===== src/hw/rtl/s98csp_pkg.sv =====
// ----------------------------------------------------------------------------
// s98csp_pkg
// Types, widths and codes shared by the command stream parser and its checker.
// ----------------------------------------------------------------------------
package s98csp_pkg;

    // Configuration register widths and reset values
    localparam int CLK_W = 25;
    localparam int NUM_W = 16;
    localparam int DEN_W = 16;
    localparam logic [CLK_W-1:0] CLK_RESET = 25'd7987200;
    localparam logic [NUM_W-1:0] NUM_RESET = 16'd10;
    localparam logic [DEN_W-1:0] DEN_RESET = 16'd1000;

    // Command stream format
    localparam int MAX_COUNT_BYTES = 4;
    localparam int GROUP_BITS      = 7;
    localparam int TICK_ACC_W      = 28;
    localparam int TICKS_W         = TICK_ACC_W + 1;
    localparam int GRP_W           = $clog2(MAX_COUNT_BYTES + 1);
    localparam int SHIFT_W         = $clog2(GROUP_BITS * MAX_COUNT_BYTES);

    localparam logic [7:0] OP_BANK0    = 8'h00;
    localparam logic [7:0] OP_BANK1    = 8'h01;
    localparam logic [7:0] OP_WAIT_VAR = 8'hfe;
    localparam logic [7:0] OP_WAIT_ONE = 8'hff;
    localparam int         CONT_BIT    = 7;

    // Sample conversion datapath
    localparam int FRACTION_BITS = 16;
    localparam int WAIT_W        = 32;
    localparam int DIV_SCALE     = 144;
    localparam int SCALE_W       = 8;
    localparam int DIV_W         = DEN_W + SCALE_W;
    localparam int PROD_W        = CLK_W + NUM_W + TICKS_W;
    localparam int QUO_W         = WAIT_W + FRACTION_BITS;
    localparam int DIV_STEPS     = PROD_W + FRACTION_BITS;
    localparam int STEP_W        = $clog2(DIV_STEPS + 1);

    // APB port
    localparam int APB_AW = 4;
    localparam int APB_DW = 32;
    localparam logic [1:0] REG_CLOCK = 2'd0;
    localparam logic [1:0] REG_NUMER = 2'd1;
    localparam logic [1:0] REG_DENOM = 2'd2;

    // Result kinds
    localparam logic [1:0] KIND_WRITE = 2'd0;
    localparam logic [1:0] KIND_WAIT  = 2'd1;
    localparam logic [1:0] KIND_ERROR = 2'd2;

    typedef struct packed {
        logic [7:0] data_byte;
        logic       end_of_data;
    } cmd_in_t;

    typedef struct packed {
        logic [1:0]        kind;
        logic [8:0]        reg_addr;
        logic [7:0]        reg_data;
        logic [WAIT_W-1:0] wait_samples;
    } cmd_out_t;

endpackage


===== src/hw/rtl/s98_command_stream_parser.sv =====
// ----------------------------------------------------------------------------
// s98_command_stream_parser
// Parses sound-log command bytes into register writes, sample waits and
// stream errors.
// ----------------------------------------------------------------------------
// Usage
//   Input channel (in_valid / in_stall / in_data) carries one command byte per
//   request, with end_of_data flagging the last byte of the log. The output
//   channel (out_valid / out_stall / out_data) carries at most one result per
//   byte: a 9-bit register write, a wait in whole samples, or an error.
//   Register writes and errors appear in the cycle after the byte is taken.
//   A wait runs through a bit-serial datapath: 29 shift-add steps of
//   ticks * clock, 16 steps of * numerator, then 86 restoring division steps
//   by 144 * denominator, and a write-back step into the output register.
//   No byte is taken while the conversion runs. Bytes that produce no
//   result do not hold up the input.
//   A finished result sits in an output register; while the receiver stalls
//   it is held and no further byte is taken.
//   After the first error the parser halts and answers every byte with an
//   error until reset. Reset (rst_n low, asynchronous) restores the register
//   defaults, clears the parse state, the kept sample fraction and the
//   output valid flag. The APB port writes the three conversion registers;
//   write them only while the parser is idle.
// ----------------------------------------------------------------------------
module s98_command_stream_parser
    import s98csp_pkg::*;
(
    input  logic              clk,
    input  logic              rst_n,
    // command byte requests
    input  logic              in_valid,
    output logic              in_stall,
    input  cmd_in_t           in_data,
    // result requests
    output logic              out_valid,
    input  logic              out_stall,
    output cmd_out_t          out_data,
    // configuration
    input  logic              psel,
    input  logic              penable,
    input  logic              pwrite,
    input  logic [APB_AW-1:0] paddr,
    input  logic [APB_DW-1:0] pwdata,
    output logic [APB_DW-1:0] prdata,
    output logic              pready
);

    // Parse phases
    localparam logic [2:0] PH_OPCODE = 3'd0;
    localparam logic [2:0] PH_ADDR   = 3'd1;
    localparam logic [2:0] PH_DATA   = 3'd2;
    localparam logic [2:0] PH_COUNT  = 3'd3;
    localparam logic [2:0] PH_ENDED  = 3'd4;

    // Conversion sequencer states
    localparam logic [2:0] ST_IDLE  = 3'd0;
    localparam logic [2:0] ST_MUL_T = 3'd1;
    localparam logic [2:0] ST_MUL_N = 3'd2;
    localparam logic [2:0] ST_DIV   = 3'd3;
    localparam logic [2:0] ST_DONE  = 3'd4;

    // ------------------------------------------------------------------
    // Configuration registers
    // ------------------------------------------------------------------
    logic [CLK_W-1:0] clock_hz_reg;
    logic [NUM_W-1:0] numer_reg;
    logic [DEN_W-1:0] denom_reg;
    logic [1:0]       reg_idx;
    logic             cfg_write;

    assign reg_idx   = paddr[APB_AW-1:2];
    assign cfg_write = psel && penable && pwrite;
    assign pready    = 1'b1;

    always_ff @(posedge clk or negedge rst_n)
    begin
        if (!rst_n)
        begin
            clock_hz_reg <= CLK_RESET;
            numer_reg    <= NUM_RESET;
            denom_reg    <= DEN_RESET;
        end
        else if (cfg_write)
        begin
            unique case (reg_idx)
                REG_CLOCK: clock_hz_reg <= pwdata[CLK_W-1:0];
                REG_NUMER: numer_reg    <= pwdata[NUM_W-1:0];
                REG_DENOM: denom_reg    <= pwdata[DEN_W-1:0];
                default:   ;  // drop writes beyond the register list
            endcase
        end
    end

    always_comb
    begin
        unique case (reg_idx)
            REG_CLOCK: prdata = APB_DW'(clock_hz_reg);
            REG_NUMER: prdata = APB_DW'(numer_reg);
            REG_DENOM: prdata = APB_DW'(denom_reg);
            default:   prdata = '0;
        endcase
    end

    // Zero numerator or denominator falls back to the reset value
    logic [NUM_W-1:0] num_eff;
    logic [DEN_W-1:0] den_eff;
    logic [DIV_W-1:0] divisor_eff;

    assign num_eff     = (numer_reg == '0) ? NUM_RESET : numer_reg;
    assign den_eff     = (denom_reg == '0) ? DEN_RESET : denom_reg;
    assign divisor_eff = DIV_W'(den_eff) * DIV_W'(DIV_SCALE);

    // ------------------------------------------------------------------
    // Handshake
    // ------------------------------------------------------------------
    logic [2:0] seq_reg;
    logic       out_valid_reg;
    logic       out_free;
    logic       in_accept;

    // The output register is free when empty or being emptied this cycle
    assign out_free  = !out_valid_reg || !out_stall;
    assign in_stall  = (seq_reg != ST_IDLE) || (out_valid_reg && out_stall);
    assign in_accept = in_valid && !in_stall;

    // ------------------------------------------------------------------
    // Byte parser
    // ------------------------------------------------------------------
    logic [2:0]            phase_reg,    phase_next;
    logic                  bank_reg,     bank_next;
    logic [7:0]            hold_reg,     hold_next;
    logic [TICK_ACC_W-1:0] tick_acc_reg, tick_acc_next;
    logic [GRP_W-1:0]      group_reg,    group_next;
    logic                  halted_reg,   halted_next;

    logic                  emit_err;
    logic                  emit_wr;
    logic                  start_wait;
    logic [TICKS_W-1:0]    wait_ticks;
    logic [SHIFT_W-1:0]    shift_amt;
    logic [TICK_ACC_W-1:0] digit_or;
    logic [2:0]            done_phase;
    logic [7:0]            byte_in;
    logic                  last_in;

    assign byte_in    = in_data.data_byte;
    assign last_in    = in_data.end_of_data;
    assign done_phase = last_in ? PH_ENDED : PH_OPCODE;
    assign shift_amt  = SHIFT_W'(group_reg) * SHIFT_W'(GROUP_BITS);
    // Count bytes arrive least significant group first
    assign digit_or   = tick_acc_reg | (TICK_ACC_W'(byte_in[GROUP_BITS-1:0]) << shift_amt);

    always_comb
    begin
        phase_next    = phase_reg;
        bank_next     = bank_reg;
        hold_next     = hold_reg;
        tick_acc_next = tick_acc_reg;
        group_next    = group_reg;
        halted_next   = halted_reg;
        emit_err      = 1'b0;
        emit_wr       = 1'b0;
        start_wait    = 1'b0;
        wait_ticks    = '0;

        if (in_accept)
        begin
            if (halted_reg)
            begin
                emit_err = 1'b1;
            end
            else
            begin
                unique case (phase_reg)
                    PH_OPCODE:
                    begin
                        priority if (byte_in == OP_BANK0 || byte_in == OP_BANK1)
                        begin
                            if (last_in)
                            begin
                                emit_err = 1'b1;
                            end
                            else
                            begin
                                bank_next  = byte_in[0];
                                phase_next = PH_ADDR;
                            end
                        end
                        else if (byte_in == OP_WAIT_ONE)
                        begin
                            phase_next = done_phase;
                            start_wait = 1'b1;
                            wait_ticks = TICKS_W'(1);
                        end
                        else if (byte_in == OP_WAIT_VAR)
                        begin
                            if (last_in)
                            begin
                                emit_err = 1'b1;
                            end
                            else
                            begin
                                tick_acc_next = '0;
                                group_next    = '0;
                                phase_next    = PH_COUNT;
                            end
                        end
                        else
                        begin
                            emit_err = 1'b1;
                        end
                    end
                    PH_ADDR:
                    begin
                        if (last_in)
                        begin
                            emit_err = 1'b1;
                        end
                        else
                        begin
                            hold_next  = byte_in;
                            phase_next = PH_DATA;
                        end
                    end
                    PH_DATA:
                    begin
                        phase_next = done_phase;
                        emit_wr    = 1'b1;
                    end
                    PH_COUNT:
                    begin
                        priority if (int'(group_reg) >= MAX_COUNT_BYTES)
                        begin
                            emit_err = 1'b1;
                        end
                        else if (byte_in[CONT_BIT])
                        begin
                            if (last_in || (int'(group_reg) + 1 >= MAX_COUNT_BYTES))
                            begin
                                emit_err = 1'b1;
                            end
                            else
                            begin
                                tick_acc_next = digit_or;
                                group_next    = group_reg + GRP_W'(1);
                            end
                        end
                        else
                        begin
                            tick_acc_next = digit_or;
                            group_next    = '0;
                            phase_next    = done_phase;
                            start_wait    = 1'b1;
                            wait_ticks    = TICKS_W'(digit_or) + TICKS_W'(2);
                        end
                    end
                    default:
                    begin
                        // byte after the end of the log
                        emit_err = 1'b1;
                    end
                endcase
            end

            if (emit_err)
            begin
                halted_next = 1'b1;
            end
        end
    end

    always_ff @(posedge clk or negedge rst_n)
    begin
        if (!rst_n)
        begin
            phase_reg    <= PH_OPCODE;
            bank_reg     <= 1'b0;
            hold_reg     <= '0;
            tick_acc_reg <= '0;
            group_reg    <= '0;
            halted_reg   <= 1'b0;
        end
        else
        begin
            phase_reg    <= phase_next;
            bank_reg     <= bank_next;
            hold_reg     <= hold_next;
            tick_acc_reg <= tick_acc_next;
            group_reg    <= group_next;
            halted_reg   <= halted_next;
        end
    end

    // ------------------------------------------------------------------
    // Bit-serial conversion: ticks * clock * numerator * 2^F / (144 * den)
    // ------------------------------------------------------------------
    logic [STEP_W-1:0]    step_reg;
    logic [PROD_W-1:0]    mcand_reg;
    logic [TICKS_W-1:0]   mplier_reg;
    logic [PROD_W-1:0]    acc_reg;
    logic [DIV_W-1:0]     divisor_reg;
    logic [DIV_W-1:0]     rem_reg;
    logic [QUO_W-1:0]     quo_reg;
    logic                 quo_ovf_reg;
    logic [FRACTION_BITS-1:0] frac_reg;

    logic [PROD_W-1:0]    acc_sum;
    logic [DIV_W:0]       trial;
    logic [DIV_W:0]       diff;
    logic                 q_bit;
    logic [DIV_W-1:0]     rem_next;
    logic [QUO_W:0]       total;
    logic                 saturate;
    logic [WAIT_W-1:0]    whole;
    logic                 done_load;

    assign acc_sum  = acc_reg + (mplier_reg[0] ? mcand_reg : '0);

    // Restoring division: bring down one dividend bit per cycle
    assign trial    = {rem_reg, acc_reg[PROD_W-1]};
    assign diff     = trial - {1'b0, divisor_reg};
    assign q_bit    = !diff[DIV_W];
    assign rem_next = q_bit ? diff[DIV_W-1:0] : trial[DIV_W-1:0];

    // Add the kept fraction; whole samples saturate at the field width
    assign total    = {1'b0, quo_reg} + (QUO_W+1)'(frac_reg);
    assign saturate = quo_ovf_reg || total[QUO_W];
    assign whole    = saturate ? '1 : total[QUO_W-1:FRACTION_BITS];

    assign done_load = (seq_reg == ST_DONE) && out_free;

    always_ff @(posedge clk or negedge rst_n)
    begin
        if (!rst_n)
        begin
            seq_reg  <= ST_IDLE;
            step_reg <= '0;
        end
        else
        begin
            unique case (seq_reg)
                ST_IDLE:
                begin
                    if (start_wait)
                    begin
                        seq_reg  <= ST_MUL_T;
                        step_reg <= STEP_W'(TICKS_W - 1);
                    end
                end
                ST_MUL_T:
                begin
                    if (step_reg == '0)
                    begin
                        seq_reg  <= ST_MUL_N;
                        step_reg <= STEP_W'(NUM_W - 1);
                    end
                    else
                    begin
                        step_reg <= step_reg - STEP_W'(1);
                    end
                end
                ST_MUL_N:
                begin
                    if (step_reg == '0)
                    begin
                        seq_reg  <= ST_DIV;
                        step_reg <= STEP_W'(DIV_STEPS - 1);
                    end
                    else
                    begin
                        step_reg <= step_reg - STEP_W'(1);
                    end
                end
                ST_DIV:
                begin
                    if (step_reg == '0)
                    begin
                        seq_reg <= ST_DONE;
                    end
                    else
                    begin
                        step_reg <= step_reg - STEP_W'(1);
                    end
                end
                ST_DONE:
                begin
                    // hold the result until the output register frees
                    if (out_free)
                    begin
                        seq_reg <= ST_IDLE;
                    end
                end
                default:
                begin
                    seq_reg <= ST_IDLE;
                end
            endcase
        end
    end

    always_ff @(posedge clk)
    begin
        unique case (seq_reg)
            ST_IDLE:
            begin
                if (start_wait)
                begin
                    mcand_reg   <= PROD_W'(clock_hz_reg);
                    mplier_reg  <= wait_ticks;
                    acc_reg     <= '0;
                    divisor_reg <= divisor_eff;
                end
            end
            ST_MUL_T:
            begin
                if (step_reg == '0)
                begin
                    // product of ticks and clock becomes the next multiplicand
                    mcand_reg  <= acc_sum;
                    acc_reg    <= '0;
                    mplier_reg <= TICKS_W'(num_eff);
                end
                else
                begin
                    mcand_reg  <= mcand_reg << 1;
                    mplier_reg <= mplier_reg >> 1;
                    acc_reg    <= acc_sum;
                end
            end
            ST_MUL_N:
            begin
                mcand_reg  <= mcand_reg << 1;
                mplier_reg <= mplier_reg >> 1;
                acc_reg    <= acc_sum;
                if (step_reg == '0)
                begin
                    rem_reg     <= '0;
                    quo_reg     <= '0;
                    quo_ovf_reg <= 1'b0;
                end
            end
            ST_DIV:
            begin
                acc_reg     <= acc_reg << 1;
                rem_reg     <= rem_next;
                quo_reg     <= {quo_reg[QUO_W-2:0], q_bit};
                quo_ovf_reg <= quo_ovf_reg || quo_reg[QUO_W-1];
            end
            default:
            begin
                ;
            end
        endcase
    end

    always_ff @(posedge clk or negedge rst_n)
    begin
        if (!rst_n)
        begin
            frac_reg <= '0;
        end
        else if (done_load)
        begin
            frac_reg <= total[FRACTION_BITS-1:0];
        end
    end

    // ------------------------------------------------------------------
    // Output register
    // ------------------------------------------------------------------
    cmd_out_t out_reg;
    cmd_out_t out_next;
    logic     out_load;

    always_comb
    begin
        out_next = '0;
        out_load = 1'b1;
        priority if (emit_err)
        begin
            out_next.kind = KIND_ERROR;
        end
        else if (emit_wr)
        begin
            out_next.kind     = KIND_WRITE;
            out_next.reg_addr = {bank_reg, hold_reg};
            out_next.reg_data = byte_in;
        end
        else if (done_load)
        begin
            out_next.kind         = KIND_WAIT;
            out_next.wait_samples = whole;
        end
        else
        begin
            out_load = 1'b0;
        end
    end

    always_ff @(posedge clk or negedge rst_n)
    begin
        if (!rst_n)
        begin
            out_valid_reg <= 1'b0;
        end
        else if (out_load)
        begin
            out_valid_reg <= 1'b1;
        end
        else if (!out_stall)
        begin
            out_valid_reg <= 1'b0;
        end
    end

    always_ff @(posedge clk)
    begin
        if (out_load)
        begin
            out_reg <= out_next;
        end
    end

    assign out_valid = out_valid_reg;
    assign out_data  = out_reg;

endmodule


===== config.mk =====
export PLATFORM = sky130hd
export DESIGN_NAME = s98_command_stream_parser
export DESIGN_NICKNAME = d
export VERILOG_FILES = /design/src/hw/rtl/s98csp_pkg.sv /design/src/hw/rtl/s98_command_stream_parser.sv
export SDC_FILE = /design/constraint.sdc
export NUM_CORES = 1
export LEC_CHECK = 0
export BUFFER_PORTS_ARGS = -buffer_cell sky130_fd_sc_hd__buf_2
export CORE_MARGIN = 1
export CORE_UTILIZATION = 60
export CTS_CLUSTER_SIZE = 40
export DETAILED_ROUTE_END_ITERATION = 10
export GPL_TIMING_DRIVEN = 0
export PLACE_DENSITY_LB_ADDON = 0.3
export RECOVER_POWER = 100
export SLEW_MARGIN = 20
export SYNTH_ARGS = -nofsm -noshare
export SYNTH_HDL_FRONTEND = slang
export SYNTH_SLANG_ARGS = --single-unit

===== constraint.sdc =====
create_clock -name clk -period 10.45 [get_ports clk]
set_input_delay 1.5675 -clock clk [delete_from_list [all_inputs] [get_ports clk]]
set_output_delay 1.5675 -clock clk [all_outputs]
set_load 0.05 [all_outputs]

==> impl_metrics.yaml <==
drt:
  top_layer_used: "met5"
  met3_length_mm: 5.10
  viasPerCell: 6.24
  wl_met2_mm: 33.2
  drc: 0
  met1Wirelength_mm: 28.5
  drt-total-wl_mm: 70.0
  via_count: 21200
  wire_per_inst_microns: 20.6
  final_antenna_net_count: 0
  initialDrtViolationCount: 1703
  drtPass1Iterations: 6
global_routing:
  grt_pass1_vias: 20900
  grt_usage_pct: 30.9
  grt_max_degree: 96
  grt_pass1_wl_mm: 110
  overflow: 0
  antenna_found_initial: 8
placement:
  hpwl_mm: 51.1
  dp_cells: 3300
  portBuffers: 119
  dp_slack_ns: 4.74
  place_area_sq_um: 28400
  globalplace.congestion: 0.957
logic_synthesis:
  synth_area_leaders: "edfxtp_1 (35%), dfrtp_1 (11%), ha_1 (6.5%), xnor2_1 (3.6%), a21oi_1 (3.6%)"
  muxShareOfSynthArea_pct: 5.02
  synth_fa_ha_area_share_pct: 6.92
  synth_top_cell_area_share_pct: 35.2
  synth_xor_area_share_pct: 5.57
  async_flop_share_pct: 29.0
  synth_warnings: 0
  syn_inst: 2578
  synthFlopType: "edfxtp_1"
  ys_ff_latch: 441
  synth_cell_types: 84
  synth_top_family_by_area: "compound AO/OA/AOI/OAI gates"
  synth-compound-area-share_pct: 17.2
  seq_area_frac_synth_pct: 47.3
  synth_edf_count: 313
  yosysTopAreaCell: "edfxtp_1"
  syn_area_sq_um: 26700
  synth.avg_cell_area_sq_um: 10.4
  yosys.area_share.simple_pct: 14.4
floorplanning:
  die_y_microns: 213
  dieArea_sq_um: 45300
  design.core.area_sq_um: 43500
  io_pins: 138
  die_x_microns: 213
  rows: 76
  initial_utilization_pct: 61.4
clock_tree:
  cts_htree_levels: 2
  cts_root_buf: "clkbuf_16"
  cts_setup_buffers: 0
  cts_buffers: 48
  clock_sinks: 441
  insertion_delay_ns: 0.60
  clockBufferDepth: 3
  clk_pin_slew_ns: 0.06
  cts_tree: "done"
  hold_buffers: 0
  ctsResizeCount: 0
setup_path:
  arrival_ns: 7.63
  crit_fanout: 24
  worstPathRequired_ns: 10.64
  cp-start-kind: "input pin"
  worstSetupEndpointType: "register"
  critPathKind: "in -> reg"
run_status:
  outcome: "finished, violations left"
  violations: "max-capacitance violations, max-slew violations"
timing:
  hold_viol: 0
  slew_headroom_pct: -83.5
  setup_viol: 0
  period_minus_slack_ns: 7.43
  max_freq_mhz: 135
  drv_slew: 194
  period_share_pct: 71.1
  grt_setup_unrepaired: "false"
  fin_ws_ns: 3.02
  tightest_slew_ns: 2.75
  finClkSkew_ns: 0.0134
power_and_ir_drop:
  p_int_mw: 3.23
  p_per_area_nw_per_um2: 150
  leakagePower_nw: 11.6
  ir_drop_uv: 129
  p_sw_mw: 1.21
  combPwrFrac_pct: 15.3
  switching_share_pct: 27.2
  p_seq_share_pct: 45.9
  clkPwrFrac_pct: 38.8
layout:
  finalInstanceArea_sq_um: 29500
  post-route-util_pct: 68.0
  layout.cells.non_filler: 3394
  drive_above_1_share_pct: 8.13
  layout.nets: 2961
  syn_to_final_growth_pct: 10.7
run:
  drv_cap: 7
worst_hold_path:
  hp-class: "reg -> reg"
-- metrics by stage --
step / TNS [ns] / power, mW / hold slack [ns]
5_1_grt: 0 / 4.59 / 0.509
6_report: 0 / 4.44 / 0.488
2_1_floorplan: 0 / 2.56 / 0.441
4_1_cts: 0 / 4.47 / 0.487
3_5_place_dp: 0 / 2.75 / 0.474
3_3_place_gp: -368.11 / 2.72 / 0.456
-- synth_stat cells, drive strengths merged (85+ instances only) --
cell type,number
xnor2,110
and2,103
edfxtp,313
a21oi,194
nand2,208
clkbuf,135
nor2,165
ha,138
dfrtp,112
inv,85
o21ai,165
a22o,102
-- final cells by class --
type / instances / area [sq um]
antenna: 4 / 10.0
buffer: 155 / 614
multi-input combinational: 1903 / 13100
inverter: 85 / 319
sequential: 441 / 12600
tap: 585 / 732
clock inverter: 23 / 255
clock buffer: 67 / 1340
timing repair buffer: 131 / 562
fill: 3437 / 13900
-- kinds of logic (layout without fill, tap and decap cells) --
logic type,after synthesis,in the layout
other cells,2,12
mux,120,120
simple gates,761,761
compound gates,701,701
flops,441,441
xor+xnor,169,169
fa+ha+maj,144,144
buf+inv,240,461
-- worst max-delay path: stages --
cell      delay [ns]
clkbuf_1        0.34
nand4_1         0.23
nor3_1          0.57
a21oi_1         0.23
nor2_1          0.69
nor3_1          0.22
nor2_4          0.18
clkbuf_1        1.10
clkbuf_1        1.21
clkbuf_1        1.25
-- worst paths after layout --
kind | start | end | slack [ns] | cells past startpoint
setup / recovery | in_data[8] | acc_reg[35]$_DFFE_PP_ | 3.02 | 10
min in group asynchronous | rst_n | frac_reg[13]$_DFFE_PN0P_ | 1.60 | 1
max in group asynchronous | rst_n | clock_hz_reg[22]$_DFFE_PN1P_ | 7.50 | 2
setup reg to reg | seq_reg[1]$_DFFE_PN0P_ | acc_reg[35]$_DFFE_PP_ | 3.84 | 9
hold reg to reg | tick_acc_reg[16]$_DFFE_PN0P_ | tick_acc_reg[16]$_DFFE_PN0P_ | 0.49 | 2
hold / removal | tick_acc_reg[16]$_DFFE_PN0P_ | tick_acc_reg[16]$_DFFE_PN0P_ | 0.49 | 2
-- power by group through the flow --
stage | sequential, mW | clock [mW] | combinational, mW
finish | 2.04 | 1.72 | 0.677
global route | 2.05 | 1.81 | 0.733
floorplan | 2.08 | 0 | 0.476
global placement | 2.07 | 0 | 0.653
CTS | 2.04 | 1.74 | 0.686
detailed placement | 2.07 | 0 | 0.677
-- per-layer routing --
layer  vias up  GRT usage, %
li1       9880             -
met1     10200          39.7
met2       851          50.8
met3       204          5.68
met4         8          14.4
met5         -             0
-- cells in the final DEF (no fill, tap or decap), types with 85 or more instances in the layout --
cell type and instances:
a21oi_1 194, a22o_1 102, and2_1 87, clkbuf_1 250, dfrtp_1 112, edfxtp_1 313, ha_1 138, inv_1 85
nand2_1 208, nor2_1 164, o21ai_0 164, xnor2_1 110
Note: power is estimated with default switching activity, not from simulation.
